==> src/rtl/core/fhts_pkg.sv <==
// Shared types and constants for the fan hour timers and sleep controller.
package fhts_pkg;

    localparam int HOUR_BITS_DEFAULT = 4;

    // request codes
    localparam logic [2:0] REQ_TICK      = 3'd0;
    localparam logic [2:0] REQ_STATE     = 3'd1;
    localparam logic [2:0] REQ_LOAD_ON   = 3'd2;
    localparam logic [2:0] REQ_LOAD_OFF  = 3'd3;
    localparam logic [2:0] REQ_SET_SLEEP = 3'd4;

    // machine state codes
    localparam logic [1:0] MS_NONE = 2'd0;
    localparam logic [1:0] MS_WORK = 2'd1;

    // configuration register indexes
    localparam int CFG_INDEX_BITS = 2;
    localparam logic [CFG_INDEX_BITS-1:0] CFG_HOUR_SECONDS       = 2'd0;
    localparam logic [CFG_INDEX_BITS-1:0] CFG_SLEEP_STEP_SECONDS = 2'd1;
    localparam logic [CFG_INDEX_BITS-1:0] CFG_SLEEP_STEPS        = 2'd2;
    localparam logic [CFG_INDEX_BITS-1:0] CFG_IDLE_SECONDS       = 2'd3;

    localparam logic [15:0] HOUR_SECONDS_RST       = 16'd3600;
    localparam logic [15:0] SLEEP_STEP_SECONDS_RST = 16'd1800;
    localparam logic [7:0]  SLEEP_STEPS_RST        = 8'd16;
    localparam logic [15:0] IDLE_SECONDS_RST       = 16'd30;

    typedef struct packed {
        logic [2:0] req_type;
        logic [1:0] machine_state;
        logic [3:0] load_value;
    } fhts_in_t;

    typedef struct packed {
        logic [3:0] on_hours_left;
        logic [3:0] off_hours_left;
        logic [1:0] on_indicator;
        logic [1:0] off_indicator;
        logic       sleep_active;
        logic       light_sleep;
        logic       beep;
        logic       request_power_on;
        logic       request_stop;
    } fhts_out_t;

    // control for one hour timer
    typedef struct packed {
        logic       tick;
        logic       run;
        logic       load;
        logic [3:0] load_value;
    } hour_ctl_t;

endpackage

==> src/rtl/core/fan_hour_timers_and_sleep.sv <==
// Top level: fan on/off hour timers, sleep timer and light-sleep counter.
// An accepted input word passes through the input register and the result register to m_.
// One word per cycle while m_ready does not stall the result register; input register feeds one pass of timer
// logic into the result register, with state updated as the word passes.
// Reset (aresetn low, synchronous): all timers, flags and indicators clear,
// configuration registers return to 3600 / 1800 / 16 / 30, both stages empty.
module fan_hour_timers_and_sleep #(
    parameter int HOUR_BITS = fhts_pkg::HOUR_BITS_DEFAULT
) (
    input  logic                                  aclk,
    input  logic                                  aresetn,
    input  logic                                  s_valid,
    output logic                                  s_ready,
    input  fhts_pkg::fhts_in_t                    s_data,
    output logic                                  m_valid,
    input  logic                                  m_ready,
    output fhts_pkg::fhts_out_t                   m_data,
    input  logic                                  cfg_we,
    input  logic [fhts_pkg::CFG_INDEX_BITS-1:0]   cfg_index,
    input  logic [15:0]                           cfg_wdata
);
    import fhts_pkg::*;

    logic [15:0] hour_seconds_reg, sleep_step_seconds_reg, idle_seconds_reg;
    logic [7:0]  sleep_steps_reg;

    fhts_in_t  in_reg;
    logic      in_valid_reg;
    fhts_out_t out_reg, out_next;
    logic      out_valid_reg;
    logic      advance;

    logic is_tick, is_none, is_work;
    hour_ctl_t on_ctl, off_ctl;
    logic [HOUR_BITS-1:0] on_hours_next, off_hours_next;
    logic [1:0] on_code_next, off_code_next;
    logic on_expire, off_expire;

    logic        sleep_flag_reg, sleep_flag_next;
    logic [15:0] sleep_tick_reg, sleep_tick_next;
    logic [7:0]  sleep_step_reg, sleep_step_next;
    logic        sleep_expire;
    logic [15:0] idle_count_reg, idle_count_next;
    logic        light_flag_reg, light_flag_next;

    assign advance = in_valid_reg && (!out_valid_reg || m_ready);
    assign s_ready = !in_valid_reg || !out_valid_reg || m_ready;
    assign m_valid = out_valid_reg;
    assign m_data  = out_reg;

    assign is_tick = (in_reg.req_type == REQ_TICK);
    assign is_none = (in_reg.machine_state == MS_NONE);
    assign is_work = (in_reg.machine_state == MS_WORK);

    always_comb begin
        on_ctl.tick        = is_tick;
        on_ctl.run         = is_none;
        on_ctl.load        = (in_reg.req_type == REQ_LOAD_ON);
        on_ctl.load_value  = in_reg.load_value;
        off_ctl.tick       = is_tick;
        off_ctl.run        = is_work;
        off_ctl.load       = (in_reg.req_type == REQ_LOAD_OFF);
        off_ctl.load_value = in_reg.load_value;
    end

    fhts_hour_timer #(.HOUR_BITS(HOUR_BITS)) u_on_timer (
        .aclk         (aclk),
        .aresetn      (aresetn),
        .advance      (advance),
        .ctl          (on_ctl),
        .hour_seconds (hour_seconds_reg),
        .hours_next   (on_hours_next),
        .code_next    (on_code_next),
        .expire       (on_expire)
    );

    fhts_hour_timer #(.HOUR_BITS(HOUR_BITS)) u_off_timer (
        .aclk         (aclk),
        .aresetn      (aresetn),
        .advance      (advance),
        .ctl          (off_ctl),
        .hour_seconds (hour_seconds_reg),
        .hours_next   (off_hours_next),
        .code_next    (off_code_next),
        .expire       (off_expire)
    );

    // sleep timer and light-sleep counter
    always_comb begin
        sleep_flag_next = sleep_flag_reg;
        sleep_tick_next = sleep_tick_reg;
        sleep_step_next = sleep_step_reg;
        sleep_expire    = 1'b0;
        idle_count_next = idle_count_reg;
        light_flag_next = light_flag_reg;
        if (is_tick) begin
            if (sleep_flag_reg && is_work) begin
                if ({1'b0, sleep_tick_reg} + 17'd1 >= {1'b0, sleep_step_seconds_reg}) begin
                    sleep_tick_next = '0;
                    if ({1'b0, sleep_step_reg} + 9'd1 >= {1'b0, sleep_steps_reg}) begin
                        sleep_step_next = '0;
                        sleep_flag_next = 1'b0;
                        sleep_expire    = 1'b1;
                    end else begin
                        sleep_step_next = sleep_step_reg + 8'd1;
                    end
                end else begin
                    sleep_tick_next = sleep_tick_reg + 16'd1;
                end
            end else begin
                sleep_tick_next = '0;
                sleep_step_next = '0;
            end
            if (is_work && !light_flag_reg) begin
                if ({1'b0, idle_count_reg} + 17'd1 >= {1'b0, idle_seconds_reg}) begin
                    idle_count_next = '0;
                    light_flag_next = 1'b1;
                end else begin
                    idle_count_next = idle_count_reg + 16'd1;
                end
            end
        end else if (in_reg.req_type == REQ_SET_SLEEP) begin
            sleep_flag_next = (in_reg.load_value != 4'd0);
        end
        // standby clears light sleep on every word
        if (is_none) begin
            idle_count_next = '0;
            light_flag_next = 1'b0;
        end
    end

    always_comb begin
        out_next.on_hours_left    = 4'(on_hours_next);
        out_next.off_hours_left   = 4'(off_hours_next);
        out_next.on_indicator     = on_code_next;
        out_next.off_indicator    = off_code_next;
        out_next.sleep_active     = sleep_flag_next;
        out_next.light_sleep      = light_flag_next;
        out_next.beep             = on_expire || off_expire || sleep_expire;
        out_next.request_power_on = on_expire;
        out_next.request_stop     = off_expire || sleep_expire;
    end

    always_ff @(posedge aclk) begin
        if (!aresetn) begin
            hour_seconds_reg       <= HOUR_SECONDS_RST;
            sleep_step_seconds_reg <= SLEEP_STEP_SECONDS_RST;
            sleep_steps_reg        <= SLEEP_STEPS_RST;
            idle_seconds_reg       <= IDLE_SECONDS_RST;
        end else if (cfg_we) begin
            unique case (cfg_index)
                CFG_HOUR_SECONDS:       hour_seconds_reg       <= cfg_wdata;
                CFG_SLEEP_STEP_SECONDS: sleep_step_seconds_reg <= cfg_wdata;
                CFG_SLEEP_STEPS:        sleep_steps_reg        <= cfg_wdata[7:0];
                CFG_IDLE_SECONDS:       idle_seconds_reg       <= cfg_wdata;
                default: ;
            endcase
        end
    end

    always_ff @(posedge aclk) begin
        if (!aresetn) begin
            in_valid_reg   <= 1'b0;
            out_valid_reg  <= 1'b0;
            sleep_flag_reg <= 1'b0;
            sleep_tick_reg <= '0;
            sleep_step_reg <= '0;
            idle_count_reg <= '0;
            light_flag_reg <= 1'b0;
        end else begin
            if (s_valid && s_ready) begin
                in_valid_reg <= 1'b1;
            end else if (advance) begin
                in_valid_reg <= 1'b0;
            end
            if (advance) begin
                out_valid_reg  <= 1'b1;
                sleep_flag_reg <= sleep_flag_next;
                sleep_tick_reg <= sleep_tick_next;
                sleep_step_reg <= sleep_step_next;
                idle_count_reg <= idle_count_next;
                light_flag_reg <= light_flag_next;
            end else if (m_ready) begin
                out_valid_reg <= 1'b0;
            end
        end
    end

    // payload registers
    always_ff @(posedge aclk) begin
        if (s_valid && s_ready) begin
            in_reg <= s_data;
        end
        if (advance) begin
            out_reg <= out_next;
        end
    end

endmodule

==> src/rtl/core/fhts_hour_timer.sv <==
// Hour countdown timer with tick counter and indicator code.
module fhts_hour_timer #(
    parameter int HOUR_BITS = fhts_pkg::HOUR_BITS_DEFAULT
) (
    input  logic                  aclk,
    input  logic                  aresetn,
    input  logic                  advance,
    input  fhts_pkg::hour_ctl_t   ctl,
    input  logic [15:0]           hour_seconds,
    output logic [HOUR_BITS-1:0]  hours_next,
    output logic [1:0]            code_next,
    output logic                  expire
);
    import fhts_pkg::*;

    logic [HOUR_BITS-1:0] hours_reg;
    logic [15:0]          count_reg, count_next;
    logic [1:0]           code_reg;
    logic                 running;

    assign running = ctl.run && (hours_reg != '0);

    always_comb begin
        hours_next = hours_reg;
        count_next = count_reg;
        code_next  = code_reg;
        expire     = 1'b0;
        if (ctl.tick) begin
            if (running) begin
                if ({1'b0, count_reg} + 17'd1 >= {1'b0, hour_seconds}) begin
                    count_next = '0;
                    hours_next = hours_reg - HOUR_BITS'(1);
                    // hold the code while more than three hours remain
                    if (hours_next <= HOUR_BITS'(3)) begin
                        code_next = hours_next[1:0];
                    end
                    expire = (hours_next == '0);
                end else begin
                    count_next = count_reg + 16'd1;
                end
            end else begin
                count_next = '0;
            end
        end else if (ctl.load) begin
            hours_next = HOUR_BITS'(ctl.load_value);
        end
    end

    always_ff @(posedge aclk) begin
        if (!aresetn) begin
            hours_reg <= '0;
            count_reg <= '0;
            code_reg  <= '0;
        end else if (advance) begin
            hours_reg <= hours_next;
            count_reg <= count_next;
            code_reg  <= code_next;
        end
    end

endmodule

==> config.mk <==
export PLATFORM = sky130hd
export DESIGN_NAME = fan_hour_timers_and_sleep
export DESIGN_NICKNAME = d
export VERILOG_FILES = /design/src/rtl/core/fhts_pkg.sv /design/src/rtl/core/fan_hour_timers_and_sleep.sv /design/src/rtl/core/fhts_hour_timer.sv
export SDC_FILE = /design/constraint.sdc
export NUM_CORES = 1
export LEC_CHECK = 0
export BUFFER_PORTS_ARGS = -buffer_cell sky130_fd_sc_hd__buf_2
export CAP_MARGIN = 0
export CORE_MARGIN = 8
export CORE_UTILIZATION = 48
export DETAILED_ROUTE_END_ITERATION = 12
export PLACE_DENSITY = 0.62
export SLEW_MARGIN = 25
export SYNTH_ARGS = -nofsm -noshare
export SYNTH_HDL_FRONTEND = slang
export SYNTH_SLANG_ARGS = --single-unit
==> constraint.sdc <==
create_clock -name aclk -period 5 [get_ports aclk]
set_clock_uncertainty 0.05 [all_clocks]
set_input_delay 0.5 -clock aclk [delete_from_list [all_inputs] [get_ports aclk]]
set_output_delay 0.5 -clock aclk [all_outputs]
set_load 0.005 [all_outputs]
=== After elaboration in Yosys (flattened, before gate mapping) ===
Index checks and enable logic that the tools add are counted.

* Bits in registers: 170
* Input port bits: 32
* Output and inout bits: 19

* Add/sub/neg operators: 12
* $lt $le $gt $ge: 7
* Equal/unequal tests: 8
* Multiplexer cells: 52
* Reduce and logical (&&, ||, !) cells: 34

{| class="wikitable"
|+ Operators by type and width
! kind !! count
|-
| $mux W16 || 10
|-
| $add A16 B1 Y17 const B || 4
|-
| $ge A17 B16 Y1 || 4
|-
| $add A16 B1 Y16 const B || 4
|-
| $mux W4 || 8
|-
| $mux W8 || 3
|-
| $mux W1 || 23
|-
| $mux W2 || 8
|-
| $reduce_bool A4 Y1 || 3
|-
| $reduce_and A2 Y1 || 5
|-
| $add A8 B1 Y9 const B || 1
|-
| $ge A9 B8 Y1 || 1
|-
| $add A8 B1 Y8 const B || 1
|-
| $le A4 B2 Y1 const B || 2
|-
| $logic_not A4 Y1 || 2
|-
| $reduce_bool A2 Y1 || 4
|-
| $sub A4 B1 Y4 const B || 2
|-
| $eq A3 B2 Y1 const B || 2
|-
| $logic_and A1 B1 Y1 || 6
|-
| $logic_or A1 B1 Y1 || 6
|-
| $reduce_and A3 Y1 || 2
|-
| $eq A2 B1 Y1 const B || 2
|-
| $eq A2 B2 Y1 const B || 2
|-
| $logic_not A2 Y1 || 2
|-
| other kinds (4) || 6
|}

=== Depth between registers and ports, before layout ===
Gate-level depths: netlist of run 1.

* Depth after elaboration: 7
* Gate-level depth with buffers: 16

=== Modules after synthesis ===
Synthesis of run 1 repeated with hierarchy kept, for this count alone.

* Cell total of the unflattened synthesis: 1258
* Area total of the unflattened synthesis: 10309.9 um^2

{| class="wikitable"
|+ Modules (own cells, without submodules)
! module !! instances !! cells an instance !! area each (um^2) !! seq. area each (um^2)
|-
| fan_hour_timers_and_sleep || 1 || 782 || 6516.2 || 2782.7
|-
| fhts_hour_timer at u_on_timer || 1 || 253 || 1958.1 || 440.4
|-
| fhts_hour_timer at u_off_timer || 1 || 223 || 1835.5 || 440.4
|}

=== Worst setup path before layout of run 1 ===
No wires, ideal clock.

* Kind: register to register
* Start: reg u_on_timer.count_reg[4]
* End: reg out_reg, in the netlist m_data[7], data pin
* Setup time: 0.260 ns
* Arrival: 3.396 ns
* Setup slack: 1.294 ns
* Cell stages (with the launch flop): 16
* Buffers on the path: 1
* Clock period less this slack: 3.706 ns
* Path through: dfxtp_1 -> clkbuf_1 -> nand2_1 -> nor2_1 -> nand3_1 -> nor2_1 -> nand3_1 -> xnor2_1 -> ha_1 -> nand4_1 -> nor4_1 -> a211oi_1 -> o21ai_2 -> nor2_2 -> or4_4 -> mux2_4

* Word-level cells in the longest chain between the ends: 5

{| class="wikitable"
|+ Ends and longest elaborated chain
! item !! RTL line !! RTL
|-
| start, declared || fhts_hour_timer.sv:17 || <nowiki>logic [15:0] count_reg, count_next;</nowiki>
|-
| start signal, assigned || fhts_hour_timer.sv:56 || <nowiki>count_reg <= count_next;</nowiki>
|-
| $add A16 B1 Y17 || fhts_hour_timer.sv:30 || <nowiki>if ({1'b0, count_reg} + 17'd1 >= {1'b0, hour_seconds}) begin</nowiki>
|-
| $ge A17 B16 Y1 || fhts_hour_timer.sv:30 ||
|-
| $mux W2 || fhts_hour_timer.sv:30 ||
|-
| $mux W2 || fhts_hour_timer.sv:29 || <nowiki>if (running) begin</nowiki>
|-
| $mux W2 || fhts_hour_timer.sv:28 || <nowiki>if (ctl.tick) begin</nowiki>
|-
| net on_code_next[0] || fan_hour_timers_and_sleep.sv:36 || <nowiki>logic [1:0] on_code_next, off_code_next;</nowiki>
|-
| end signal, assigned || fan_hour_timers_and_sleep.sv:195 || <nowiki>out_reg <= out_next;</nowiki>
|-
| end, declared || fan_hour_timers_and_sleep.sv:29 || <nowiki>fhts_out_t out_reg, out_next;</nowiki>
|}

The timed path passes the listed nets, and every way through them passes these cells.
A chain may end at the register's enable or synchronous reset.

=== Final worst setup path of run 1 ===
* Start: reg u_on_timer.count_reg[2]
* End: reg out_reg, in the netlist m_data[7], data pin

The elaborated chain is that of the path after synthesis.

==> results of run 1 <==
==> area by class of cell <==
class	instances	area (um^2)	area share
Clock buffer	17	425.4	0.03968
Clock inverter	15	180.2	0.01680
Inverter	75	281.5	0.02626
Multi-Input combinational cell	850	5538	0.5165
Sequential cell	170	3664	0.3417
Tap cell	270	337.8	0.03151
Timing Repair Buffer	56	295.3	0.02754
==> logic make-up (layout without fill, tap and decap cells) <==
logic type | Yosys count | after routing | share of synthesized area
muxes | 9 | 9 | 0.009942
DFF | 170 | 170 | 0.3780
and+or+nand+nor | 438 | 438 | 0.2214
AOI/OAI and AO/OA | 260 | 260 | 0.1778
adders and majority gates | 81 | 81 | 0.1046
xor gates and xnor gates | 62 | 62 | 0.05604
buffers and inverters | 127 | 163 | 0.05216
==> worst max-delay path, stage by stage, from the launching register on <==
cell and delay (ns):
dfxtp_1 0.42, nand3_1 0.19, nor2_1 0.29, nand3_1 0.23, nor2_1 0.35, nand3_1 0.14
xnor2_1 0.16, ha_1 0.30, nand4_1 0.18, nor4_1 0.29, a211oi_1 0.12, o21ai_2 0.26
nor2_2 0.08, or4_4 0.56, mux2_4 0.31
==> synthesized netlist by cell type (3+ instances only) <==
library cell	instances
ha_1	81
nand2_1	181
clkbuf_1	39
o211ai_1	19
inv_1	74
a22oi_1	12
and2_1	8
o21ai_0	38
dfxtp_1	144
a211oi_1	17
nor3_1	22
nor3_2	3
edfxtp_1	26
nand4_1	19
nor3b_1	5
mux2i_1	7
o21a_1	7
buf_2	10
xor2_1	21
nor2b_1	6
xnor2_1	41
a22o_1	16
nand2b_1	12
nor2_1	72
and3_1	20
and4_1	10
nand3b_1	4
or2_2	3
a21oi_1	83
nand3_1	43
nor4_1	8
a21o_1	17
a31oi_1	16
nand4b_1	4
==> through the flow <==
stage	setup slack [ns]	cell area, um^2	total power [mW]	instances
after floorplan	1.294	9691	1.585	1147
after global placement	0.9976	10100	1.654	1421
after detailed placement	0.8611	10100	1.655	1421
after CTS	0.8543	10710	3.030	1453
after global routing	0.5162	10720	3.107	1453
final	0.8369	10720	3.000	1453
==> how the worst max path moves through the flow <==
stage | slack, ns | from | cells after the start | to
after floorplan | 1.29 | u_on_timer.count_reg[4]$_SDFFE_PN0P_ | 15 | m_data[7]$_DFFE_PP_
after global placement | 1.0 | u_on_timer.count_reg[0]$_SDFFE_PN0P_ | 13 | m_data[13]$_DFFE_PP_
after detailed placement | 0.86 | u_on_timer.count_reg[2]$_SDFFE_PN0P_ | 14 | m_data[7]$_DFFE_PP_
after CTS | 0.85 | u_on_timer.count_reg[2]$_SDFFE_PN0P_ | 14 | m_data[7]$_DFFE_PP_
after global routing | 0.52 | u_off_timer.count_reg[0]$_SDFFE_PN0P_ | 13 | u_off_timer.count_reg[11]$_SDFFE_PN0P_
final | 0.84 | u_on_timer.count_reg[2]$_SDFFE_PN0P_ | 14 | m_data[7]$_DFFE_PP_
==> per-layer routing <==
metal | track usage | vias up | wire (um)
met4 | 0.06331 | 0 | 410
met1 | 0.2669 | 3707 | 11660
met5 | 0 | - | 0
li1 | - | 4120 | -
met3 | 0.02976 | 29 | 614
met2 | 0.3042 | 113 | 10350
==> power groups by stage <==
stage | Clock (mW) | Sequential [mW] | Combinational (mW)
3_3_place_gp | 0 | 1.47 | 0.187
3_5_place_dp | 0 | 1.47 | 0.188
6_report | 1.38 | 1.44 | 0.188
5_1_grt | 1.45 | 1.44 | 0.212
4_1_cts | 1.40 | 1.44 | 0.189
2_1_floorplan | 0 | 1.46 | 0.124
==> summary.txt, run 1 <==
Die
  • Initial core utilization: 0.4836
  • Chip Width: 158.1 um
  • Row count: 52
  • Die area: 24990 um^2
  • IO Pins: 51
  • Core Region: 20040 um^2
  • Die Ht: 158.1 um

Cells and area
  • Final Core Density: 0.5350
  • Commonest cells after routing, fill and taps aside: nand2_1, dfxtp_1, a21oi_1, ha_1
  • Fraction of layout cells with a size suffix above 1: 0.1006
  • Fin nets: 1283
  • # fillers: 1955
  • Layout area overhead: 10.64%
  • Ant. Diodes: 0
  • Most common cell after layout, fill and taps aside: nand2_1
  • Max reg flops: 17

Placement
  • I/O Buffers: 50
  • Placed wire-length estimate: 16.73 mm
  • Routability Congestion: 0.8085

Power and ir drop
  • Lkg Pwr: 4.270 nW
  • Power share of the combinational group: 0.063
  • Clk network pwr share: 0.459
  • Sw Share: 0.2550
  • VDD IR max: 0.2602 mV
  • P_int: 2.235 mW
  • Flop pwr share: 0.479
  • Power per cell area: 279.8 nW/um^2
  • Switching power: 0.7650 mW

GRT
  • Largest net degree at the start of global routing: 67
  • Remaining Overflow, GRT: 0
  • Initial antenna violation count: 0
  • Gr usage total: 0.1938
  • Vias in the first global route: 7637
  • First-pass GRT wire length: 38.70 mm

Synth
  • Main flop type after synthesis: dfxtp_1
  • Synth warnings: 0
  • Number of flops mapped to enable cells by yosys: 26
  • Largest area contributor in the netlist: dfxtp_1
  • Post-synth top area share: 0.2975
  • #FFs+latches synth: 170
  • Syn avg cell area: 8.449 um^2
  • Post-synth net total: 1260
  • Leading cell types by total area after synthesis: dfxtp_1, ha_1, edfxtp_1, nand2_1, a21oi_1
  • Synth unique cells: 78
  • Post-synth ARST share: 0
  • Post-synthesis sequential area ratio: 0.3781
  • Mapped Area: 9691 um^2
  • Mapped Cells: 1147

CTS
  • Reg clk slew, reported paths: 0.07 ns
  • Clock Latency Late Sink: 0.43 ns
  • Hold buffer count at cts: 0
  • Clock buffer depth: 2
  • Clock buffer count from CTS: 17
  • Root buf cell: clkbuf_16
  • CTS tree: built
  • CTS Sinks: 170
  • H-tree Lvls: 4
  • Post-cts resize count: 0
  • Post-CTS Setup Bufs: 0

Hold path
  • Worst min path class: in -> reg
  • Min-Delay Startpoint: s_data[7]
  • Hold Path End: in_reg[7]$_DFFE_PP_
  • Hold Crit Depth: 1

STA
  • Final Cycle Share: 0.8326
  • Final setup fails: 0
  • Slew of the pin with the lowest slew margin: 0.8548 ns
  • Setup TNS: 0 ns
  • Achievable Freq: 240.2 MHz
  • Post-route minimum period: 4.163 ns
  • Slew HR: 0.4280
  • Max-slew violation count: 0
  • RSZ-0062 raised after global routing: no
  • Final Hold Fails: 0
  • Final hold slack: 0.1898 ns

Worst setup path
  • Critical path required time: 5.14 ns
  • Reg2Reg Setup Slack: 0.84 ns
  • Crit Path Category: reg -> reg
  • R2R Path End: m_data[7]$_DFFE_PP_
  • Crit path capture type: flop
  • R2r startpoint: u_on_timer.count_reg[2]$_SDFFE_PN0P_
  • Element type at the critical path start: flop
  • R2R cell count: 14
  • Crit path DAT: 4.30 ns
  • Crit-path max FO: 5

Detailed routing
  • DRT antenna net count: 0
  • Detailed Route WL: 23.03 mm
  • WL/cell: 15.85 um
  • Vias: 7969
  • Initial drt markers: 452
  • Routed vias/inst: 5.485
  • First-pass iteration count of the detailed router: 5
  • Drt drc: 0

Run status
  • Status: finished, final reports clean

Job
  • Max-Cap Viols: 0
(Power assumes the default switching activity.)
==> run 2: changes to the inputs <==
==> constraint.sdc (replaced) <==
create_clock -name aclk -period 4.02 [get_ports aclk]
set_clock_uncertainty 0.05 [all_clocks]
set_input_delay 0.402 -clock aclk [delete_from_list [all_inputs] [get_ports aclk]]
set_output_delay 0.402 -clock aclk [all_outputs]
set_load 0.005 [all_outputs]
==> run 2 against run 1 <==
Against the previous run:
- first-iteration DRC count rose by 20%
- via count rose by 0.97%
- sequential power rose by 24%
- wire length rose by 0.21%
- hold slack got worse by 0.11 ns
- sequential share of layout area fell by 0.37 points
- highest routed layer unchanged
- setup slack got worse by 0.59 ns
- critical path depth fell by 1
- cell count rose by 1.1%
- combinational power rose by 26%
- register-to-register slack got worse by 0.59 ns
- critical path type unchanged
- flip-flop and latch count did not move
==> summary.txt, run 2 (synthesis gave the netlist of run 1 again) <==
Die
  • Core Region: 20040 um^2 (unchanged)
  • Chip Width: 158.1 um (unchanged)
  • Initial core utilization: 0.4836 (unchanged)
  • Die Ht: 158.1 um (unchanged)
  • Die area: 24990 um^2 (unchanged)
  • IO Pins: 51 (unchanged)
  • Row count: 52 (unchanged)

Cells and area
  • Layout area overhead: 11.85%
  • Multi-input gate area: 5562 um^2 (+0.43%)
  • Fraction of layout cells with a size suffix above 1: 0.1134 (+0.01284)
  • Final Core Density: 0.5409 (+0.005870)
  • Commonest cells after routing, fill and taps aside: nand2_1, dfxtp_1, a21oi_1, ha_1, inv_1
  • Ant. Diodes: 0 (unchanged)
  • Max reg flops: 17 (unchanged)
  • Reg area: 3664 um^2 (unchanged)
  • Fin nets: 1299 (+1.2%)
  • # fillers: 1950 (-0.26%)
  • Most common cell after layout, fill and taps aside: nand2_1

Power and ir drop
  • VDD IR max: 0.2700 mV (+3.8%)
  • Switching power: 0.9779 mW (+28%)
  • P_int: 2.671 mW (+20%)
  • Flop pwr share: 0.489 (+0.010)
  • Lkg Pwr: 4.348 nW (+1.8%)
  • Clk network pwr share: 0.446 (-0.013)
  • Power per cell area: 336.6 nW/um^2 (+20%)
  • Sw Share: 0.2680 (+0.01300)
  • Power share of the combinational group: 0.065 (+0.002)

STA
  • Final Cycle Share: 0.9380 (+0.1054)
  • Slew HR: 0.3237 (-0.1044)
  • Final setup fails: 0 (unchanged)
  • Final Hold Fails: 0 (unchanged)
  • Final hold slack: 0.07934 ns (-0.1105 ns)
  • RSZ-0062 raised after global routing: no
  • Slew of the pin with the lowest slew margin: 1.007 ns (+0.1520 ns)
  • Post-route minimum period: 3.771 ns (-0.3923 ns)
  • Achievable Freq: 265.2 MHz (+10%)
  • Setup TNS: 0 ns (unchanged)
  • Max-slew violation count: 0 (unchanged)

Worst setup path
  • Crit path DAT: 3.91 ns (-0.39 ns)
  • Crit Path Category: reg -> reg
  • Cell Chain, Critical Path: ha_1 > nand3_2 > nor3_2 > nand4_1 > xnor2_1 > ha_1 > nand4_1 > nor4_1 > a211oi_2 > o21ai_2 > nor2_2 > or4_4 > mux2_4
  • Element type at the critical path start: flop
  • Slowest CP cell: or4_4
  • Crit path capture type: flop
  • Critical path required time: 4.16 ns (-0.98 ns)
  • Crit path largest cell delay: 0.56 ns (about the same)
  • Crit-path max FO: 5 (unchanged)

CTS
  • CTS tree: built
  • Clock buffer depth: 2 (unchanged)
  • Clock Latency Late Sink: 0.44 ns (about the same)
  • H-tree Lvls: 4 (unchanged)
  • Root buf cell: clkbuf_16
  • Reg clk slew, reported paths: 0.07 ns (about the same)
  • Hold buffer count at cts: 0 (unchanged)
  • CTS Sinks: 170 (unchanged)
  • Clock buffer count from CTS: 17 (unchanged)

Detailed routing
  • DRT antenna net count: 0 (unchanged)
  • Drt drc: 0 (unchanged)
  • First-pass iteration count of the detailed router: 5 (unchanged)
  • WL/cell: 15.71 um (-0.88%)
  • Initial drt markers: 544 (+20%)
  • Detailed Route WL: 23.08 mm (+0.21%)
  • Routed vias/inst: 5.477 (-0.13%)
  • Vias: 8046 (+0.97%)

GRT
  • Gr usage total: 0.1916 (-0.002169)
  • Remaining Overflow, GRT: 0 (unchanged)
  • Largest net degree at the start of global routing: 58 (-13%)
  • First-pass GRT wire length: 38.30 mm (-1.1%)
  • Vias in the first global route: 7542 (-1.2%)
  • Initial antenna violation count: 0 (unchanged)

Placement
  • Routability Congestion: 0.8291 (+2.5%)
  • Placed wire-length estimate: 16.99 mm (+1.5%)
  • I/O Buffers: 50 (unchanged)

Job
  • Max-Cap Viols: 0 (unchanged)

Run status
  • Status: finished, final reports clean

Hold path
  • Worst min path class: in -> reg
==> run 2: area by class of cell <==
| class | instances | area share |
|---|---|---|
| clock buffer | 17 | 0.03925 |
| clock inverter | 15 | 0.01420 |
| inverter | 75 | 0.02597 |
| multi-input combinational | 850 | 0.5131 |
| sequential | 170 | 0.3380 |
| tap | 270 | 0.03117 |
| timing repair buffer | 72 | 0.03832 |
==> run 2: worst max-delay path, delay by kind of cell, from the launching register on <==
family,cells,cell delay (ns)
AOI/OAI and AO/OA,2,0.33
xor gates and xnor gates,1,0.17
adders and majority gates,2,0.57
DFF,1,0.39
muxes,1,0.31
and+or+nand+nor,7,1.68
==> run 2: per-stage QoR <==
stage | total power, mW | worst slack (ns) | std cells | area (um^2)
2_1_floorplan | 1.972 | 0.3136 | 1147 | 9691
3_3_place_gp | 2.059 | 0.2443 | 1436 | 10220
3_5_place_dp | 2.061 | 0.1788 | 1436 | 10220
4_1_cts | 3.682 | 0.1455 | 1468 | 10800
5_1_grt | 3.778 | 0.01334 | 1469 | 10840
6_report | 3.649 | 0.2492 | 1469 | 10840
==> run 2: power groups by stage <==
| stage | combinational (mW) | sequential (mW) | clock (mW) |
|---|---|---|---|
| 2_1_floorplan | 0.154 | 1.82 | 0 |
| 3_3_place_gp | 0.235 | 1.82 | 0 |
| 3_5_place_dp | 0.236 | 1.82 | 0 |
| 4_1_cts | 0.237 | 1.79 | 1.66 |
| 5_1_grt | 0.268 | 1.79 | 1.72 |
| 6_report | 0.237 | 1.79 | 1.63 |
==> run 2: per-layer routing <==
layer | up-vias | wire length (um) | track usage
met5 | - | 0 | 0
met3 | 35 | 528 | 0.02757
li1 | 4150 | - | -
met4 | 0 | 572 | 0.07364
met1 | 3747 | 11580 | 0.2608
met2 | 114 | 10400 | 0.3011
==> run 2: worst paths after layout <==
check	start	end	slack [ns]	depth (start not counted)
max	u_on_timer.count_reg[0]$_SDFFE_PN0P_	m_data[7]$_DFFE_PP_	0.25	13
min	s_data[7]	in_reg[7]$_DFFE_PP_	0.08	1
max reg2reg	u_on_timer.count_reg[0]$_SDFFE_PN0P_	m_data[7]$_DFFE_PP_	0.25	13
min reg2reg	idle_seconds_reg[10]$_SDFFE_PN0P_	idle_seconds_reg[10]$_SDFFE_PN0P_	0.41	2
==> run 2: what timing repair did <==
item                                    in CTS  in global routing
endpoints found under the setup margin       0                 34
resized for setup                            0                  5
buffers inserted                             0                  1
